===== src/sv/mch3_pkg.sv =====
// Package for the 3D Morton cell hash core: item, config and queue types,
// register index codes, widths and the bit-interleave function.
// Depends on nothing; every other file imports it.
`default_nettype none

package mch3_pkg;

  localparam int CELL_BITS  = 21;
  localparam int POS_W      = 32;
  localparam int SCALE_W    = 32;
  localparam int LIMIT_W    = 22;
  localparam int CODE_W     = 63;
  localparam int PROD_W     = POS_W + SCALE_W;
  localparam int CFG_IDX_W  = 3;
  localparam int CFG_DATA_W = 32;

  localparam int MID_DEPTH  = 4;
  localparam int MID_PTR_W  = 2;
  localparam int MID_CNT_W  = 3;
  localparam int OUT_DEPTH  = 2;
  localparam int OUT_PTR_W  = 1;
  localparam int OUT_CNT_W  = 2;

  localparam logic signed [POS_W-1:0] ORIGIN_RST = '0;
  localparam logic [SCALE_W-1:0]      SCALE_RST  = 32'd4194304;
  localparam logic [LIMIT_W-1:0]      LIMIT_RST  = 22'd64;

  typedef enum logic [CFG_IDX_W-1:0] {
    CFG_X_ORIGIN   = 3'd0,
    CFG_Y_ORIGIN   = 3'd1,
    CFG_Z_ORIGIN   = 3'd2,
    CFG_X_SCALE    = 3'd3,
    CFG_Y_SCALE    = 3'd4,
    CFG_Z_SCALE    = 3'd5,
    CFG_CELL_LIMIT = 3'd6
  } cfg_idx_t;

  typedef struct packed {
    logic signed [POS_W-1:0] pos_x;
    logic signed [POS_W-1:0] pos_y;
    logic signed [POS_W-1:0] pos_z;
    logic                    last_particle;
  } in_item_t;

  typedef struct packed {
    logic [CODE_W-1:0] cell_code;
    logic              out_of_range;
    logic              last_result;
  } out_item_t;

  typedef struct packed {
    logic signed [POS_W-1:0] x_origin;
    logic signed [POS_W-1:0] y_origin;
    logic signed [POS_W-1:0] z_origin;
    logic [SCALE_W-1:0]      x_scale;
    logic [SCALE_W-1:0]      y_scale;
    logic [SCALE_W-1:0]      z_scale;
    logic [LIMIT_W-1:0]      cell_limit;
  } cfg_t;

  // Offset from origin split into sign and magnitude; |pos - origin| < 2^32.
  typedef struct packed {
    logic             neg;
    logic [POS_W-1:0] mag;
  } axis_off_t;

  typedef struct packed {
    axis_off_t x;
    axis_off_t y;
    axis_off_t z;
    logic      last;
  } mid_item_t;

  function automatic logic [CODE_W-1:0] interleave3(
    input logic [CELL_BITS-1:0] kx,
    input logic [CELL_BITS-1:0] ky,
    input logic [CELL_BITS-1:0] kz
  );
    logic [CODE_W-1:0] code;
    code = '0;
    for (int b = 0; b < CELL_BITS; b++) begin
      code[3*b]   = kx[b];
      code[3*b+1] = ky[b];
      code[3*b+2] = kz[b];
    end
    return code;
  endfunction

endpackage

`default_nettype wire


===== src/sv/mch3_front.sv =====
// Front end of the Morton cell hash core: origin offset per axis, split into
// sign and magnitude for the back end. Depends on mch3_pkg.
`default_nettype none

module mch3_front (
  input  wire mch3_pkg::in_item_t  item,
  input  wire mch3_pkg::cfg_t      cfg,
  output mch3_pkg::mid_item_t      mid
);
  import mch3_pkg::*;

  function automatic axis_off_t offset(
    input logic signed [POS_W-1:0] pos,
    input logic signed [POS_W-1:0] origin
  );
    logic [POS_W:0] d;
    logic [POS_W:0] nd;
    axis_off_t      o;
    d     = {pos[POS_W-1], pos} - {origin[POS_W-1], origin};
    nd    = {origin[POS_W-1], origin} - {pos[POS_W-1], pos};
    o.neg = d[POS_W];
    o.mag = d[POS_W] ? nd[POS_W-1:0] : d[POS_W-1:0];
    return o;
  endfunction

  always_comb begin
    mid.x    = offset(item.pos_x, cfg.x_origin);
    mid.y    = offset(item.pos_y, cfg.y_origin);
    mid.z    = offset(item.pos_z, cfg.z_origin);
    mid.last = item.last_particle;
  end

endmodule

`default_nettype wire


===== config.mk =====
export PLATFORM = sky130hd
export DESIGN_NAME = mch3_front
export DESIGN_NICKNAME = d
export VERILOG_FILES = /design/src/sv/mch3_pkg.sv /design/src/sv/mch3_front.sv
export SDC_FILE = /design/constraint.sdc
export NUM_CORES = 1
export LEC_CHECK = 0
export CAP_MARGIN = 5
export CORE_AREA = 2 2 160 162
export DETAILED_ROUTE_END_ITERATION = 8
export DIE_AREA = 0 0 162 164
export DONT_BUFFER_PORTS = 1
export SLEW_MARGIN = 20
export SYNTH_ARGS = -nofsm -noshare
export SYNTH_HDL_FRONTEND = slang
export SYNTH_SLANG_ARGS = --single-unit
export TNS_END_PERCENT = 5

===== constraint.sdc =====
create_clock -name vclk -period 7.66
set_input_delay 0.766 -clock vclk [all_inputs]
set_output_delay 0.766 -clock vclk [all_outputs]
set_load 0.01 [all_outputs]

==> impl_metrics.py <==
metrics = {
    "synthesis": {
        "synth_top_family_by_area": "compound AO/OA/AOI/OAI gates",
        "yosysWarnings": 0,
        "syn_inst": 1562,
        "synth_top_area_cell": "ha_1",
        "netlist.area_leader.share_pct": 23.0,
        "synth_xor_area_share_pct": 7.42,
        "ys_types": 73,
        "yosys-top-cells-area": "ha_1, a21oi_1, inv_1",
        "synth.avg_cell_area_um2": 6.58,
        "synth_seq_area_share_pct": 0,
        "synthSimpleGateAreaFrac_pct": 17.2,
        "synth_fp_nets": 2068,
        "synth.area.mux_share_pct": 3.24,
        "synthMostInstantiatedCell": "inv_1",
        "synth_compound_area_share_pct": 36.3,
        "synthAdderAreaFrac_pct": 24.2,
        "syn_area_um2": 10300,
        "yosys-top-cells-count": "inv_1, ha_1, a21oi_1",
    },
    "timing": {
        "period_needed_ns": 5.39,
        "rsz0062_at_grt": "no",
        "slew_viol_final": 0,
        "max_freq_ghz": 0.186,
        "period_share_pct": 70.4,
        "tns_ns": 0,
        "final.setup.worst_slack_ns": 2.27,
        "max_slew_margin_pct": 30.1,
        "whs_ns": 1.53,
        "setup_viol": 0,
        "tightest_slew_ns": 1.05,
        "hold_viol": 0,
    },
    "route": {
        "avgRoutedWirePerCell_um": 17.7,
        "drt_first_pass_iters": 6,
        "via_per_inst": 5.89,
        "ant_nets": 0,
        "vias": 10704,
        "wirelength_um": 32100,
        "initialDrtViolationCount": 939,
        "drc": 0,
    },
    "placed_design": {
        "dpl.cell_count": 1818,
        "dp_hpwl_um": 27400,
        "pre_cts_ws_ns": 2.33,
        "io_buffers": 0,
        "gp_congestion": 0.931,
    },
    "pwr": {
        "vdd_drop_max_mv": 0.0502,
        "pwr-share-seq_pct": 0,
        "clockPowerShare_pct": 0,
        "comb_power_share_pct": 100.0,
        "power_leakage_nw": 5.40,
        "intPower_mw": 0.377,
        "sw_frac_of_total_pct": 64.6,
        "power_density_nw_per_um2": 103,
        "p_sw_mw": 0.688,
    },
    "global_route": {
        "grtUsageTotal_pct": 22.6,
        "grt-ovfl-total": 0,
        "top_usage_layer": "met2",
        "met1_usage_pct": 29.9,
        "grt_pass1_wl_um": 50800,
        "grt_util_met2_pct": 38.2,
        "antenna_found_initial": 0,
        "grt_max_degree": 30,
        "grt_pass1_vias": 10168,
        "use_met3_pct": 5.33,
    },
    "outcome": {
        "status": "complete, no violations",
    },
    "layout": {
        "seq_area_um2": 0,
        "n_antenna_cell": 0,
        "final_nets": 1996,
        "design.seq.count": 0,
        "instances_no_fill": 1818,
        "nClkBuffers": 0,
        "area_delta_synth_final_pct": 1.07,
        "drive_above_1_share_pct": 2.28,
    },
    "worst_setup_path": {
        "critical_path.top_delay_family": "compound AO/OA/AOI/OAI gates",
        "crit_slowest_cell": "a211oi_4",
        "critPathRequiredTime_ns": 6.89,
        "path_buf_inv": 2,
        "path_cells": "inv_1 > ha_1 > fa_1 > nand3b_1 > nand2_1 > a221oi_2 > a2111oi_4 > o21bai_2 > a211oi_4 > buf_4 > mux2i_1 > a31oi_1 > xnor2_1",
        "crit_arrival_ns": 4.62,
        "critPathKind": "input pin to primary output",
        "slowest_delay_ns": 0.90,
        "cp-end-kind": "primary output",
        "critPathMaxFanout": 23,
        "start_kind": "input pin",
    },
    "floorplanning": {
        "die_width_um": 162,
        "die_area_um2": 26600,
        "start_util_pct": 41.4,
        "die_y_um": 164,
        "rows": 58,
        "ios": 411,
        "coreArea_um2": 24800,
    },
    "min_path": {
        "hp-class": "input pin to primary output",
    },
    "clock_network": {
        "ctsHoldBuffers": 0,
        "postCtsResizedCells": 0,
        "post_cts_buffers": 0,
    },
    "job": {
        "drv_cap": 0,
    },
}
[path summary, 6_finish.rpt]
check / end / start / cells past startpoint
hold / removal: mid[0] / item[0] / 0
setup / recovery: mid[15] / item[1] / 13
[layout make-up]
class,instances,area (µm²)
repair buffers,6,45.0
inverters,225,845
multi-input cells,1257,9080
fillers,2674,14400
well taps,330,413
[routing by layer]
metal / vias up / wire [µm]
met3: 36 / 2830
met5: - / 0
met4: 0 / 557
met2: 362 / 14400
li1: 5336 / -
met1: 4970 / 14400
[stage by stage]
| stage | util [%] | power [mW] | instance area [µm²] |
|---|---|---|---|
| floorplan | - | 0.835 | 10300 |
| global placement | 41.8 | 1.05 | 10400 |
| detailed placement | 41.8 | 1.05 | 10400 |
| CTS | 41.8 | 1.06 | 10400 |
| global route | 41.8 | 1.17 | 10400 |
| finish | 41.8 | 1.07 | 10400 |
[logic make-up (layout without fill, tap and decap cells)]
kind of cell,after synthesis,count (layout)
AND/OR/NAND/NOR,368,368
buffers and inverters,305,231
AO/OA/AOI/OAI,574,574
multiplexers,33,33
adder cells (fa/ha/maj),195,195
XOR/XNOR,87,87
[power groups by stage]
| stage | Sequential (mW) | Clock, mW | Combinational, mW |
|---|---|---|---|
| 4_1_cts | 0 | 0 | 1.06 |
| 6_report | 0 | 0 | 1.07 |
| 5_1_grt | 0 | 0 | 1.17 |
| 3_5_place_dp | 0 | 0 | 1.05 |
| 3_3_place_gp | 0 | 0 | 1.05 |
| 2_1_floorplan | 0 | 0 | 0.835 |
[layout by cell type (no fill, tap or decap), drive strengths merged, types with 25 or more instances in the layout]
cell type    n
a211oi      27
a21o        84
a21oi      182
a31oi       27
ha         189
inv        225
mux2i       31
nand2      107
nand4       25
nor2       101
o21ai      103
o21bai      32
xnor2       48
xor2        39
Power figures use the tool's default switching activity.
