--- src/sv/mch3_pkg.sv ---
// Package for the 3D Morton cell hash core: item, config and queue types,
// register index codes, widths and the bit-interleave function.
// Depends on nothing; every other file imports it.
`default_nettype none

package mch3_pkg;

  localparam int CELL_BITS  = 21;
  localparam int POS_W      = 32;
  localparam int SCALE_W    = 32;
  localparam int LIMIT_W    = 22;
  localparam int CODE_W     = 63;
  localparam int PROD_W     = POS_W + SCALE_W;
  localparam int CFG_IDX_W  = 3;
  localparam int CFG_DATA_W = 32;

  localparam int MID_DEPTH  = 4;
  localparam int MID_PTR_W  = 2;
  localparam int MID_CNT_W  = 3;
  localparam int OUT_DEPTH  = 2;
  localparam int OUT_PTR_W  = 1;
  localparam int OUT_CNT_W  = 2;

  localparam logic signed [POS_W-1:0] ORIGIN_RST = '0;
  localparam logic [SCALE_W-1:0]      SCALE_RST  = 32'd4194304;
  localparam logic [LIMIT_W-1:0]      LIMIT_RST  = 22'd64;

  typedef enum logic [CFG_IDX_W-1:0] {
    CFG_X_ORIGIN   = 3'd0,
    CFG_Y_ORIGIN   = 3'd1,
    CFG_Z_ORIGIN   = 3'd2,
    CFG_X_SCALE    = 3'd3,
    CFG_Y_SCALE    = 3'd4,
    CFG_Z_SCALE    = 3'd5,
    CFG_CELL_LIMIT = 3'd6
  } cfg_idx_t;

  typedef struct packed {
    logic signed [POS_W-1:0] pos_x;
    logic signed [POS_W-1:0] pos_y;
    logic signed [POS_W-1:0] pos_z;
    logic                    last_particle;
  } in_item_t;

  typedef struct packed {
    logic [CODE_W-1:0] cell_code;
    logic              out_of_range;
    logic              last_result;
  } out_item_t;

  typedef struct packed {
    logic signed [POS_W-1:0] x_origin;
    logic signed [POS_W-1:0] y_origin;
    logic signed [POS_W-1:0] z_origin;
    logic [SCALE_W-1:0]      x_scale;
    logic [SCALE_W-1:0]      y_scale;
    logic [SCALE_W-1:0]      z_scale;
    logic [LIMIT_W-1:0]      cell_limit;
  } cfg_t;

  // Offset from origin split into sign and magnitude; |pos - origin| < 2^32.
  typedef struct packed {
    logic             neg;
    logic [POS_W-1:0] mag;
  } axis_off_t;

  typedef struct packed {
    axis_off_t x;
    axis_off_t y;
    axis_off_t z;
    logic      last;
  } mid_item_t;

  function automatic logic [CODE_W-1:0] interleave3(
    input logic [CELL_BITS-1:0] kx,
    input logic [CELL_BITS-1:0] ky,
    input logic [CELL_BITS-1:0] kz
  );
    logic [CODE_W-1:0] code;
    code = '0;
    for (int b = 0; b < CELL_BITS; b++) begin
      code[3*b]   = kx[b];
      code[3*b+1] = ky[b];
      code[3*b+2] = kz[b];
    end
    return code;
  endfunction

endpackage

`default_nettype wire

--- src/sv/mch3_queue.sv ---
// Short queue between front and back ends of the Morton cell hash core.
// Depends on mch3_pkg.
`default_nettype none

module mch3_queue (
  input  wire                  clk,
  input  wire                  rst,
  input  wire                  wr,
  input  wire mch3_pkg::mid_item_t wdata,
  output logic                 full,
  input  wire                  rd,
  output logic                 valid,
  output mch3_pkg::mid_item_t  head
);
  import mch3_pkg::*;

  mid_item_t            q [MID_DEPTH];
  logic [MID_PTR_W-1:0] wp;
  logic [MID_PTR_W-1:0] rp;
  logic [MID_CNT_W-1:0] cnt;

  assign full  = (cnt == MID_CNT_W'(MID_DEPTH));
  assign valid = (cnt != '0);
  assign head  = q[rp];

  always_ff @(posedge clk) begin
    if (rst) begin
      wp  <= '0;
      rp  <= '0;
      cnt <= '0;
    end else begin
      if (wr) wp <= wp + 1'b1;
      if (rd) rp <= rp + 1'b1;
      case ({wr, rd})
        2'b10:   cnt <= cnt + 1'b1;
        2'b01:   cnt <= cnt - 1'b1;
        default: cnt <= cnt;
      endcase
    end
  end

  always_ff @(posedge clk) begin
    if (wr) q[wp] <= wdata;
  end

endmodule

`default_nettype wire

--- config.mk ---
export PLATFORM = sky130hd
export DESIGN_NAME = mch3_queue
export DESIGN_NICKNAME = d
export VERILOG_FILES = /design/src/sv/mch3_pkg.sv /design/src/sv/mch3_queue.sv
export SDC_FILE = /design/constraint.sdc
export NUM_CORES = 1
export LEC_CHECK = 0
export BUFFER_PORTS_ARGS = -buffer_cell sky130_fd_sc_hd__buf_2
export CAP_MARGIN = 20
export CORE_ASPECT_RATIO = 0.8
export CORE_MARGIN = 5
export CORE_UTILIZATION = 31
export DETAILED_ROUTE_END_ITERATION = 12
export GPL_ROUTABILITY_DRIVEN = 0
export PLACE_DENSITY = 0.47
export SLEW_MARGIN = 20
export SYNTH_ARGS = -nofsm -noshare
export SYNTH_HDL_FRONTEND = slang
export SYNTH_SLANG_ARGS = --single-unit
--- constraint.sdc ---
create_clock -name clk -period 3.8 [get_ports clk]
set_input_delay 0.76 -clock clk [delete_from_list [all_inputs] [get_ports clk]]
set_output_delay 0.76 -clock clk [all_outputs]
set_load 0.05 [all_outputs]
==> summary.txt <==
Floorplanning
  • Die ar.: about 0.053 mm2
  • Row cnt: between 70 and 80
  • Initial Utilization: 0.312
  • IO Count: ~210
  • Die Wd: roughly 260 um
  • Core box area: a little under 0.05 mm2
  • Die Span Y: 207 um

Cells and area
  • Number of diodes: 0
  • Most frequent cells in the layout: 400 x edfxtp_1, 205 x buf_2, 100 x mux4_2, 44 x clkbuf_16, 15 x buf_4
  • NumNets Final: slightly above 900
  • P&R area growth vs syn: 21.3%
  • Layout cell share with drive strength beyond 1: 0.462
  • Commonest non-fill, non-tap cell in the layout: edfxtp_1
  • Fin area: 0.0181 mm2
  • Final non-filler cell total: about 1500

Global routing
  • First-pass GRT wire length: ~46000 um
  • GRT Total Usage: 0.113
  • Initial antenna violation count: 6
  • Maximum number of pins on one net before global-route repair: 51
  • Grt ovf: 0
  • Vias in the first global route: 7226

Logic synthesis
  • Library cells used by synthesis: 21
  • Synth Instances: 569
  • Post-synth top area share: 0.803
  • Sequential share of the synthesized area: 0.815
  • Top post-synthesis cells by area: edfxtp_1 80%, mux4_2 15%, buf_12 1.3%
  • Largest area contributor in the netlist: edfxtp_1
  • Yosys Warn Count: 0
  • Netlist Area Pre-Place: about 0.015 mm2
  • Syn_area_per_cell: 26.3 um2
  • Net Count, Synth: ~680
  • FF+latch count, synth: around 410

Placed design
  • Hpwl dp: ~18000 um
  • Number of port buffers: around 210
  • Placed insts: between 1000 and 1500
  • Placed Instance Area: roughly 0.017 mm2

Critical path
  • Critical Path AT: 2460 ps
  • Required time worst endpoint: a little over 3000 ps
  • Crit-path cells: buf_12 -> mux4_2 -> buf_2
  • Crit path largest cell delay: just over 800 ps
  • Worst setup path endpoint: head[82]
  • R2R Setup Slk: between 1500 and 2000 ps
  • Element type at the critical path start: flop
  • CP Class: flop to primary output
  • Reg2reg path depth: 4
  • Worst R2R Start: wp[0]$_SDFFE_PP0P_
  • Max FO, Critical Path: 31
  • Critical path's slowest cell: dfxtp_4
  • CP endpoint kind: primary output
  • Reg2reg end: q[2][15]$_DFFE_PP_

Timing
  • Setup TNS: 0 ps
  • Max Slew Vio Count: 0
  • Slew margin rel.: 0.523
  • Tcrit/Tclk final: 0.846
  • FMAX: 311 MHz
  • Worst Tran Pin Value: slightly above 700 ps
  • Fin Clk Skew: between 15 and 20 ps
  • RSZ-0062 raised after global routing: no
  • Final min period: ~3200 ps
  • Setup violators final: 0
  • Final hold violations: 0

Run
  • Max-cap viol count: 0

Drt
  • Detailed-route wire length per cell: between 20 and 25 um
  • DRT iter0 DRCs: approximately 360
  • First drt pass iteration count: 4
  • Final WL: 30200 um
  • Remaining DRCs: 0
  • Post-route ant nets: 0
  • Vias per inst: between 4 and 5
  • Via count: 6677

CTS
  • Hold Buf Count CTS: 0
  • Cts bufs inserted: 43
  • Root buf cell: clkbuf_16
  • Clk_lat worst skew: approximately 560 ps
  • CTS resizes: 0
  • Clk pin slew, worst setup/hold paths: 60 ps
  • H-tree level count: 2
  • CTS tree: yes
  • Post-CTS setup buffer count: 0
  • CTS sink count: between 400 and 500
  • Maximum clock insertion buffer count: 3

Power and ir drop
  • Sw Share: 0.257
  • Reg power frac: 0.490
  • Max VDD drop: between 300 and 400 uV
  • Pwr per Cell Area: 591 mW/mm2
  • Internal: 7.97 mW
  • Logic pwr share: 0.137
  • Leak: between 6 and 7 nW
  • Psw: 2.76 mW
  • Clock power share: 0.373

Status
  • Outcome: completed

Min path
  • Hold WC Path Type: input port to flop
-- metrics by stage --
stage	util	hold slack (ps)	total power, mW	worst slack, ps
2_1_floorplan	-	462	6.45	261
3_3_place_gp	0.350	488	6.85	1090
3_5_place_dp	0.350	498	6.86	1080
4_1_cts	0.378	359	10.9	453
5_1_grt	0.378	379	11.2	385
6_report	0.378	415	10.7	584
-- layout make-up --
type	instances	area, um2
fill	4373	29900
sequential	409	12200
multi-input combinational	131	2490
timing repair buffer	228	1300
clock buffer	57	1150
tap	629	787
clock inverter	22	201
inverter	6	22.5
-- cells by family after synthesis --
family / Yosys count / share of synthesized area
AO/OA/AOI/OAI: 3 / 0.00100
XOR/XNOR: 5 / 0.00293
buffers and inverters: 29 / 0.0195
multiplexers: 101 / 0.151
adder cells (fa/ha/maj): 6 / 0.00552
AND/OR/NAND/NOR: 16 / 0.00518
flip-flops: 409 / 0.815
-- worst min-delay path by stage --
stage,startpoint,cells past startpoint,to
after floorplan,cnt[2]$_SDFFE_PP0P_,2,cnt[2]$_SDFFE_PP0P_
after global placement,cnt[2]$_SDFFE_PP0P_,2,cnt[2]$_SDFFE_PP0P_
after detailed placement,cnt[2]$_SDFFE_PP0P_,2,cnt[2]$_SDFFE_PP0P_
after CTS,wdata[65],1,q[1][65]$_DFFE_PP_
after global routing,wdata[88],1,q[2][88]$_DFFE_PP_
final,wdata[65],1,q[1][65]$_DFFE_PP_
-- routing by layer --
metal | GRT usage | vias to the layer above | wire length, um
met5 | 0 | - | 61
met4 | 0.0364 | 10 | 662
met3 | 0.0348 | 60 | 1930
met2 | 0.182 | 165 | 14700
met1 | 0.148 | 3495 | 12900
li1 | - | 2947 | -
-- power by group through the flow --
stage               registers (mW)  clock network (mW)  logic (mW)
detailed placement            5.36                   0        1.50
finish                        5.26                4.00        1.47
global route                  5.28                4.35        1.55
floorplan                     5.33                   0        1.13
CTS                           5.26                4.16        1.51
global placement              5.36                   0        1.50
-- Yosys cell counts --
cell	count
edfxtp_1	400
mux4_2	100
buf_12	10
buf_2	10
dfxtp_1	9
nor2_1	8
inv_1	6
ha_1	5
and2_1	4
xor2_1	3
a21oi_1	2
or3_1	2
xnor2_1	2
and3_1	1
buf_1	1
buf_6	1
clkbuf_1	1
fa_1	1
mux2i_1	1
nand2_1	1
o21ai_0	1
-- critical path: cells and delay by family, from the launching register on --
kind	cells	cell delay (ps)
flops	1	810
buf+inv	2	530
mux	1	530
-- sequential cells by signal, summed over array words and instances (netlist names), named ones only --
register,cells
q,400
cnt,3
rp,2
wp,2
Note: power is estimated with default switching activity, not from simulation.
