`config.mk`:
```
export PLATFORM = sky130hd
export DESIGN_NAME = mch3_regs
export DESIGN_NICKNAME = d
export VERILOG_FILES = /design/src/sv/mch3_pkg.sv /design/src/sv/mch3_regs.sv
export SDC_FILE = /design/constraint.sdc
export NUM_CORES = 1
export LEC_CHECK = 0
export BUFFER_PORTS_ARGS = -buffer_cell sky130_fd_sc_hd__buf_2
export CORE_AREA = 5 5 151 153
export CTS_CLUSTER_DIAMETER = 80
export DETAILED_ROUTE_END_ITERATION = 7
export DIE_AREA = 0 0 156 158
export PLACE_DENSITY = 0.67
export SLEW_MARGIN = 0
export SYNTH_ARGS = -nofsm -noshare
export SYNTH_HDL_FRONTEND = slang
export SYNTH_SLANG_ARGS = --single-unit
```
`constraint.sdc`:
```
create_clock -name clk -period 1.4 [get_ports clk]
set_clock_uncertainty 0.15 [all_clocks]
set_input_delay 0.14 -clock clk [delete_from_list [all_inputs] [get_ports clk]]
set_output_delay 0.14 -clock clk [all_outputs]
set_load 0.1 [all_outputs]
```
`src/sv/mch3_pkg.sv`:
```
// Package for the 3D Morton cell hash core: item, config and queue types,
// register index codes, widths and the bit-interleave function.
// Depends on nothing; every other file imports it.
`default_nettype none

package mch3_pkg;

  localparam int CELL_BITS  = 21;
  localparam int POS_W      = 32;
  localparam int SCALE_W    = 32;
  localparam int LIMIT_W    = 22;
  localparam int CODE_W     = 63;
  localparam int PROD_W     = POS_W + SCALE_W;
  localparam int CFG_IDX_W  = 3;
  localparam int CFG_DATA_W = 32;

  localparam int MID_DEPTH  = 4;
  localparam int MID_PTR_W  = 2;
  localparam int MID_CNT_W  = 3;
  localparam int OUT_DEPTH  = 2;
  localparam int OUT_PTR_W  = 1;
  localparam int OUT_CNT_W  = 2;

  localparam logic signed [POS_W-1:0] ORIGIN_RST = '0;
  localparam logic [SCALE_W-1:0]      SCALE_RST  = 32'd4194304;
  localparam logic [LIMIT_W-1:0]      LIMIT_RST  = 22'd64;

  typedef enum logic [CFG_IDX_W-1:0] {
    CFG_X_ORIGIN   = 3'd0,
    CFG_Y_ORIGIN   = 3'd1,
    CFG_Z_ORIGIN   = 3'd2,
    CFG_X_SCALE    = 3'd3,
    CFG_Y_SCALE    = 3'd4,
    CFG_Z_SCALE    = 3'd5,
    CFG_CELL_LIMIT = 3'd6
  } cfg_idx_t;

  typedef struct packed {
    logic signed [POS_W-1:0] pos_x;
    logic signed [POS_W-1:0] pos_y;
    logic signed [POS_W-1:0] pos_z;
    logic                    last_particle;
  } in_item_t;

  typedef struct packed {
    logic [CODE_W-1:0] cell_code;
    logic              out_of_range;
    logic              last_result;
  } out_item_t;

  typedef struct packed {
    logic signed [POS_W-1:0] x_origin;
    logic signed [POS_W-1:0] y_origin;
    logic signed [POS_W-1:0] z_origin;
    logic [SCALE_W-1:0]      x_scale;
    logic [SCALE_W-1:0]      y_scale;
    logic [SCALE_W-1:0]      z_scale;
    logic [LIMIT_W-1:0]      cell_limit;
  } cfg_t;

  // Offset from origin split into sign and magnitude; |pos - origin| < 2^32.
  typedef struct packed {
    logic             neg;
    logic [POS_W-1:0] mag;
  } axis_off_t;

  typedef struct packed {
    axis_off_t x;
    axis_off_t y;
    axis_off_t z;
    logic      last;
  } mid_item_t;

  function automatic logic [CODE_W-1:0] interleave3(
    input logic [CELL_BITS-1:0] kx,
    input logic [CELL_BITS-1:0] ky,
    input logic [CELL_BITS-1:0] kz
  );
    logic [CODE_W-1:0] code;
    code = '0;
    for (int b = 0; b < CELL_BITS; b++) begin
      code[3*b]   = kx[b];
      code[3*b+1] = ky[b];
      code[3*b+2] = kz[b];
    end
    return code;
  endfunction

endpackage

`default_nettype wire

```
`src/sv/mch3_regs.sv`:
```
// Configuration register bank of the Morton cell hash core.
// Depends on mch3_pkg.
`default_nettype none

module mch3_regs (
  input  wire                             clk,
  input  wire                             rst,
  input  wire                             cfg_we,
  input  wire  [mch3_pkg::CFG_IDX_W-1:0]  cfg_idx,
  input  wire  [mch3_pkg::CFG_DATA_W-1:0] cfg_data,
  output mch3_pkg::cfg_t                  cfg
);
  import mch3_pkg::*;

  always_ff @(posedge clk) begin
    if (rst) begin
      cfg.x_origin   <= ORIGIN_RST;
      cfg.y_origin   <= ORIGIN_RST;
      cfg.z_origin   <= ORIGIN_RST;
      cfg.x_scale    <= SCALE_RST;
      cfg.y_scale    <= SCALE_RST;
      cfg.z_scale    <= SCALE_RST;
      cfg.cell_limit <= LIMIT_RST;
    end else if (cfg_we) begin
      case (cfg_idx_t'(cfg_idx))
        CFG_X_ORIGIN:   cfg.x_origin   <= cfg_data[POS_W-1:0];
        CFG_Y_ORIGIN:   cfg.y_origin   <= cfg_data[POS_W-1:0];
        CFG_Z_ORIGIN:   cfg.z_origin   <= cfg_data[POS_W-1:0];
        CFG_X_SCALE:    cfg.x_scale    <= cfg_data[SCALE_W-1:0];
        CFG_Y_SCALE:    cfg.y_scale    <= cfg_data[SCALE_W-1:0];
        CFG_Z_SCALE:    cfg.z_scale    <= cfg_data[SCALE_W-1:0];
        CFG_CELL_LIMIT: cfg.cell_limit <= cfg_data[LIMIT_W-1:0];
        default: ;
      endcase
    end
  end

endmodule

`default_nettype wire

```
==> results.md, run 1 <==
- Worst path required time: roughly 1.1 ns
- Placer Congestion: 0.793
- # rows: 54
- Core area: about 0.021 mm²
- Num CTS Buffers: 22
- Leakage Power: approximately 6.6 nW
- TritonRoute pass-1 iters: 4
- Met1 WL: around 10000 µm
- DRT antenna net count: 0
- Startpoint types: flip-flop
- Top routing layer in use: met5
- Hold_ws: around 0.021 ns
- Critical path class: flip-flop to output port
- Area growth syn-to-layout: 74.3%
- Detailed-route via count: 6502
- Fin crit share: between 90% and 100%
- DRT iter0 DRCs: roughly 250
- Die width: 156 µm
- IO Pins: about 250
- Status: finished clean
- Crit path time final: ~1.4 ns
- Wire per inst: 20.7 µm
- CTS tree: built
- Synth cell types: 14
- Hold WC Path Type: primary input to flip-flop
- Ant. Diodes: 0
- Biggest regs: cfg (214)
- CTS Buffer Depth: 3
- Total GRT Usage: between 15 and 20%
- Worst-Margin Slew: between 0.3 and 0.4 ns
- Sequential share of the synthesized area: roughly half
- Initial core utilization: between 30% and 40%
- DRC: 0
- Critical path peak fanout: 2
- Die H: 158 µm
- Antenna violations before repair: 1
- Mapped Nets: about 780
- Worst relative slew slack: between 70% and 80%
- Total Power: about 15 mW
- Endpoints failing setup: 0
- Final HPWL DP: about 16000 µm
- IO Port Bufs: ~250
- Vias in the first global route: between 6000 and 7000
- Met2 wire length: 14300 µm
- Slew Limit Fails: 0
- CP endpoint kind: output port
- Nets: about 1100
- Yosys reg bits: 214
- First-pass GRT wire length: just under 40000 µm
- DIE AREA: approximately 0.025 mm²
- Final Util: ~68%
- MaxCap Viol Count: 0
- Largest net degree at the start of global routing: 39
- Syn Area/Cell: 11.2 µm²
- Most common cell after layout, fill and taps aside: nand2b_1
- Largest register FFs: 214
- Layout cells sized above 1: a little under half
- Yosys warnings: 0
- CTS H-Tree Depth: 1
- Mapped Area: ~0.0083 mm²
- Most frequent cells in the layout: nand2b_1 (242), mux2i_1 (214), buf_12 (203)
- Total negative slack: 0 ns
- Syn Inst Count: 740
- Clk_lat worst skew: 0.50 ns
- Clock-pin slew on the worst setup and hold paths: roughly 0.06 ns
- Worst path max stage delay: 0.41 ns
- Cell Chain, Critical Path: buf_12
- Largest Register: cfg
- Max IR drop VDD: 0.736 mV
- Sink Count: around 210
- Slowest CP cell: dfxtp_1
- CTS root buf: clkbuf_16
- Critical Path AT: between 1 and 1.5 ns
- Met3 WL: 1840 µm
- Final wirelength: around 28000 µm
- Fin. Hold Viols: 0
- Vias/cell: slightly below 5
- Power Density: just over 1000 mW/mm²
- Remaining global-route overflow: 0
- Crit path buffers/inverters: 1
- Fmax: between 700 and 800 MHz
- Cell family contributing the most delay on the critical path: flip-flops
[report_power, final]
group / internal [mW] / switching (mW)
clock network: 3.73 / 2.45
logic: 0.916 / 1.47
registers: 6.24 / 0.153
[stage by stage]
stage | setup WS, ns | cell area, µm² | std cells
after floorplan | -0.0323 | 8330 | 740
after global placement | -0.0309 | 10700 | 1258
after detailed placement | -0.0579 | 10700 | 1258
after CTS | 0.0000490 | 13400 | 1329
after global routing | -0.0258 | 14500 | 1329
final | 0.00484 | 14500 | 1329
[synthesized netlist by cell type]
| cell | count | area [µm²] |
|---|---|---|
| buf_4 | 2 | 15.0 |
| nand4bb_1 | 3 | 33.8 |
| buf_2 | 21 | 105 |
| nand4b_1 | 3 | 26.3 |
| nand2b_1 | 242 | 1510 |
| nor4b_1 | 1 | 8.76 |
| buf_6 | 2 | 22.5 |
| nor2_1 | 6 | 22.5 |
| buf_8 | 1 | 15.0 |
| clkbuf_1 | 29 | 109 |
| or4b_4 | 1 | 13.8 |
| nor4bb_1 | 1 | 10.0 |
| mux2i_1 | 214 | 2140 |
| dfxtp_1 | 214 | 4280 |
[worst paths after layout]
check	from	to	slack, ns	depth (start not counted)
worst min-delay path	cfg_data[16]	cfg[70]	0.02	3
worst max-delay path	cfg[125]	cfg[125]	0.005	1
worst min register to register	cfg[119]	cfg[119]	0.34	2
worst max register to register	cfg[93]	cfg[93]	0.45	2
[repair_timing]
action	CTS	global route
endpoints found under the setup margin	179	153
endpoints found under the hold margin	202	0
resized for setup	494	328
buffers inserted	0	0
hold buffers	31	0
[cells by family after synthesis]
family,synth area share [%]
multiplexers,25.7
AND/OR/NAND/NOR,19.6
flip-flops,51.5
buffers and inverters,3.20
[layout make-up]
type / instances / area, µm²
fill: 1353 / 6920
timing repair buffer: 324 / 5100
sequential: 214 / 4460
multi-input combinational: 471 / 3830
clock buffer: 32 / 639
tap: 280 / 350
clock inverter: 8 / 120
[layer usage]
layer	GRT usage, %	up-vias
li1	-	3036
met2	34.1	245
met3	5.60	68
met4	6.92	2
met5	0	-
met1	23.4	3151
Note: power is estimated with default switching activity, not from simulation.
==> run 2, diff against run 1 <==
- CORE_AREA: 5 5 151 153 -> 5 5 142 144
- DIE_AREA: 0 0 156 158 -> 0 0 147 149
- PLACE_DENSITY: 0.67 -> 0.75
==> run 2 against run 1 <==
- final area shrank 2.3%
- maximum frequency shrank 3.5%
- the flow now finishes with violations (hold timing, setup timing)
- sequential share of layout area grew 0.41 points
- sequential cell count is the same
- die area shrank 11%
- via count grew 2.4%
==> results.md, run 2 (same netlist as run 1, synthesis figures left out) <==
- Worst hold path depth: 3
- Hold WC Path Type: primary input to flip-flop
- Sink Count: about 210
- Cell Chain, Critical Path: buf_8
- Slowest CP cell: dfxtp_1
- Sequential share of power: a little over two fifths
- Vias in the first global route: approximately 7100
- Critical Path Source: cfg[111]
- Area growth syn-to-layout: 70.2%
- Leakage Power: around 6.6 nW
- CTS H-Tree Depth: 1
- Most frequent cells in the layout: nand2b_1 (242), mux2i_1 (214), buf_12 (168)
- Die width: around 150 µm
- Status: finished, violations left
- Antenna violations before repair: 1
- Reg2Reg Depth: 2
- Wire per inst: around 22 µm
- Slew Limit Fails: 0
- Biggest regs: cfg (214)
- Largest register FFs: roughly 210
- Fmax: ~690 MHz
- Worst relative slew slack: between 70% and 80%
- Critical Path Stages: 1
- Final wirelength: 28700 µm
- Total GRT Usage: about 23%
- Max IR drop VDD: 0.805 mV
- Total Power: 15.0 mW
- Critical path class: flip-flop to output port
- Post-CTS setup buffers: 0
- Fin area: roughly 0.014 mm²
- R2R Path End: cfg[56]
- # rows: 50
- Endpoints failing setup: 5
- P_sw: 4.06 mW
- CP endpoint kind: output port
- Remaining global-route overflow: 0
- IO Port Bufs: 251
- Reg2reg start: cfg[56]
- DIE AREA: 0.0219 mm²
- Critical Path AT: 1.16 ns
- Final HPWL DP: roughly 16000 µm
- Failing checks: hold timing, setup timing
- Nets: 1068
- Clock group share of total power: 41.8%
- Fin. Hold Viols: 1
- DRC: 0
- Cell family contributing the most delay on the critical path: flip-flops
- Core area: around 0.019 mm²
- Clock-pin slew on the worst setup and hold paths: roughly 0.070 ns
- CTS tree: built
- Worst path max stage delay: approximately 0.42 ns
- Worst R2R Setup Slack: about 0.45 ns
- Worst-Margin Slew: between 0.4 and 0.5 ns
- Placer Congestion: 0.777
- Hold_ws: -0.00202 ns
- Hold Startpoint: cfg_data[31]
- PnR worst setup slack: -0.0461 ns
- Worst path required time: 1.11 ns
- Power Density: 1060 mW/mm²
- Detailed-route via count: roughly 6700
- DRT iter0 DRCs: 190
- Worst Hold End: cfg[149]
- Initial core utilization: 44.8%
- Sw Share: 27.0%
- MaxCap Viol Count: 0
- DRT antenna net count: 0
- Largest net degree at the start of global routing: 64
- Critical path peak fanout: 2
- Startpoint types: flip-flop
- Die H: ~150 µm
- Crit path time final: 1.45 ns
- Post-place setup slack: -0.0328 ns
- Crit path buffers/inverters: 1
- IO Pins: 252
- Clk_lat worst skew: 0.50 ns
- Post-Place Cell Area: between 0.01 and 0.015 mm²
- TritonRoute pass-1 iters: 4
- Pint: 11.0 mW
- CTS root buf: clkbuf_16
- CTS Buffer Depth: 3
- Fillers: about 1000
- Vias/cell: 5.21
- Largest Register: cfg
- Num CTS Buffers: 22
- Combinational Power Share: between 10% and 20%
- Layout cells sized above 1: a little over two fifths
- First-pass GRT wire length: 39900 µm
- Fin crit share: 103%
- Most common cell after layout, fill and taps aside: nand2b_1
==> run 2: worst min-delay path: cells and delay by family <==
| kind | cells | cell delay, ns |
|---|---|---|
| simple gates | 1 | 0.20 |
| mux | 1 | 0.18 |
| buf+inv | 1 | 0.09 |
==> run 2: per-stage QoR <==
stage / util (%) / cells / hold WS (ns) / setup TNS [ns]
after global placement: 56.3 / 1210 / 0.267 / -0.000195
after global routing: 76.2 / 1279 / 0.0273 / -0.581
after floorplan: - / 740 / 0.151 / -0.307
final: 76.2 / 1279 / -0.00202 / -0.0570
after CTS: 69.8 / 1277 / 0.0106 / 0
after detailed placement: 56.3 / 1210 / 0.273 / -0.222
==> run 2: repair_timing <==
action / 4_1_cts / 5_1_grt
hold endpoints to repair: 174 / 0
hold buffers: 30 / 0
setup endpoints to repair: 191 / 168
resized for setup: 449 / 341
==> run 2: routing by layer <==
layer  track usage [%]  vias to the layer above  wire length (µm)
li1                  -                     3035                 -
met3              6.11                       79              1710
met1              25.7                     3298             10600
met4              8.57                        0              1240
met2              40.5                      246             15100
met5                 0                        -                 0
==> run 2: cell type report <==
| class | instances | area (µm²) | share of cell area, % |
|---|---|---|---|
| clock inverter | 5 | 100 | 0.707 |
| antenna | 2 | 5.00 | 0.0353 |
| clock buffer | 32 | 669 | 4.73 |
| multi-input combinational | 471 | 3830 | 27.0 |
| sequential | 214 | 4410 | 31.2 |
| tap | 234 | 293 | 2.07 |
| timing repair buffer | 321 | 4850 | 34.3 |
==> run 2: power by group through the flow <==
stage | sequential, mW | clock, mW | combinational, mW
floorplan | 7.39 | 0 | 0.491
global placement | 6.44 | 0 | 1.91
detailed placement | 6.44 | 0 | 1.93
CTS | 6.34 | 6.29 | 2.17
global route | 6.40 | 6.62 | 2.42
finish | 6.39 | 6.27 | 2.35
==> run 2: worst max-delay path by stage <==
stage	endpoint	slack [ns]
final	cfg[111]	-0.05
after global placement	cfg[202]	-0.0002
after detailed placement	cfg[201]	-0.03
after global routing	cfg[111]	-0.06
after floorplan	cfg[203]	-0.03
after CTS	cfg[199]	0.0002
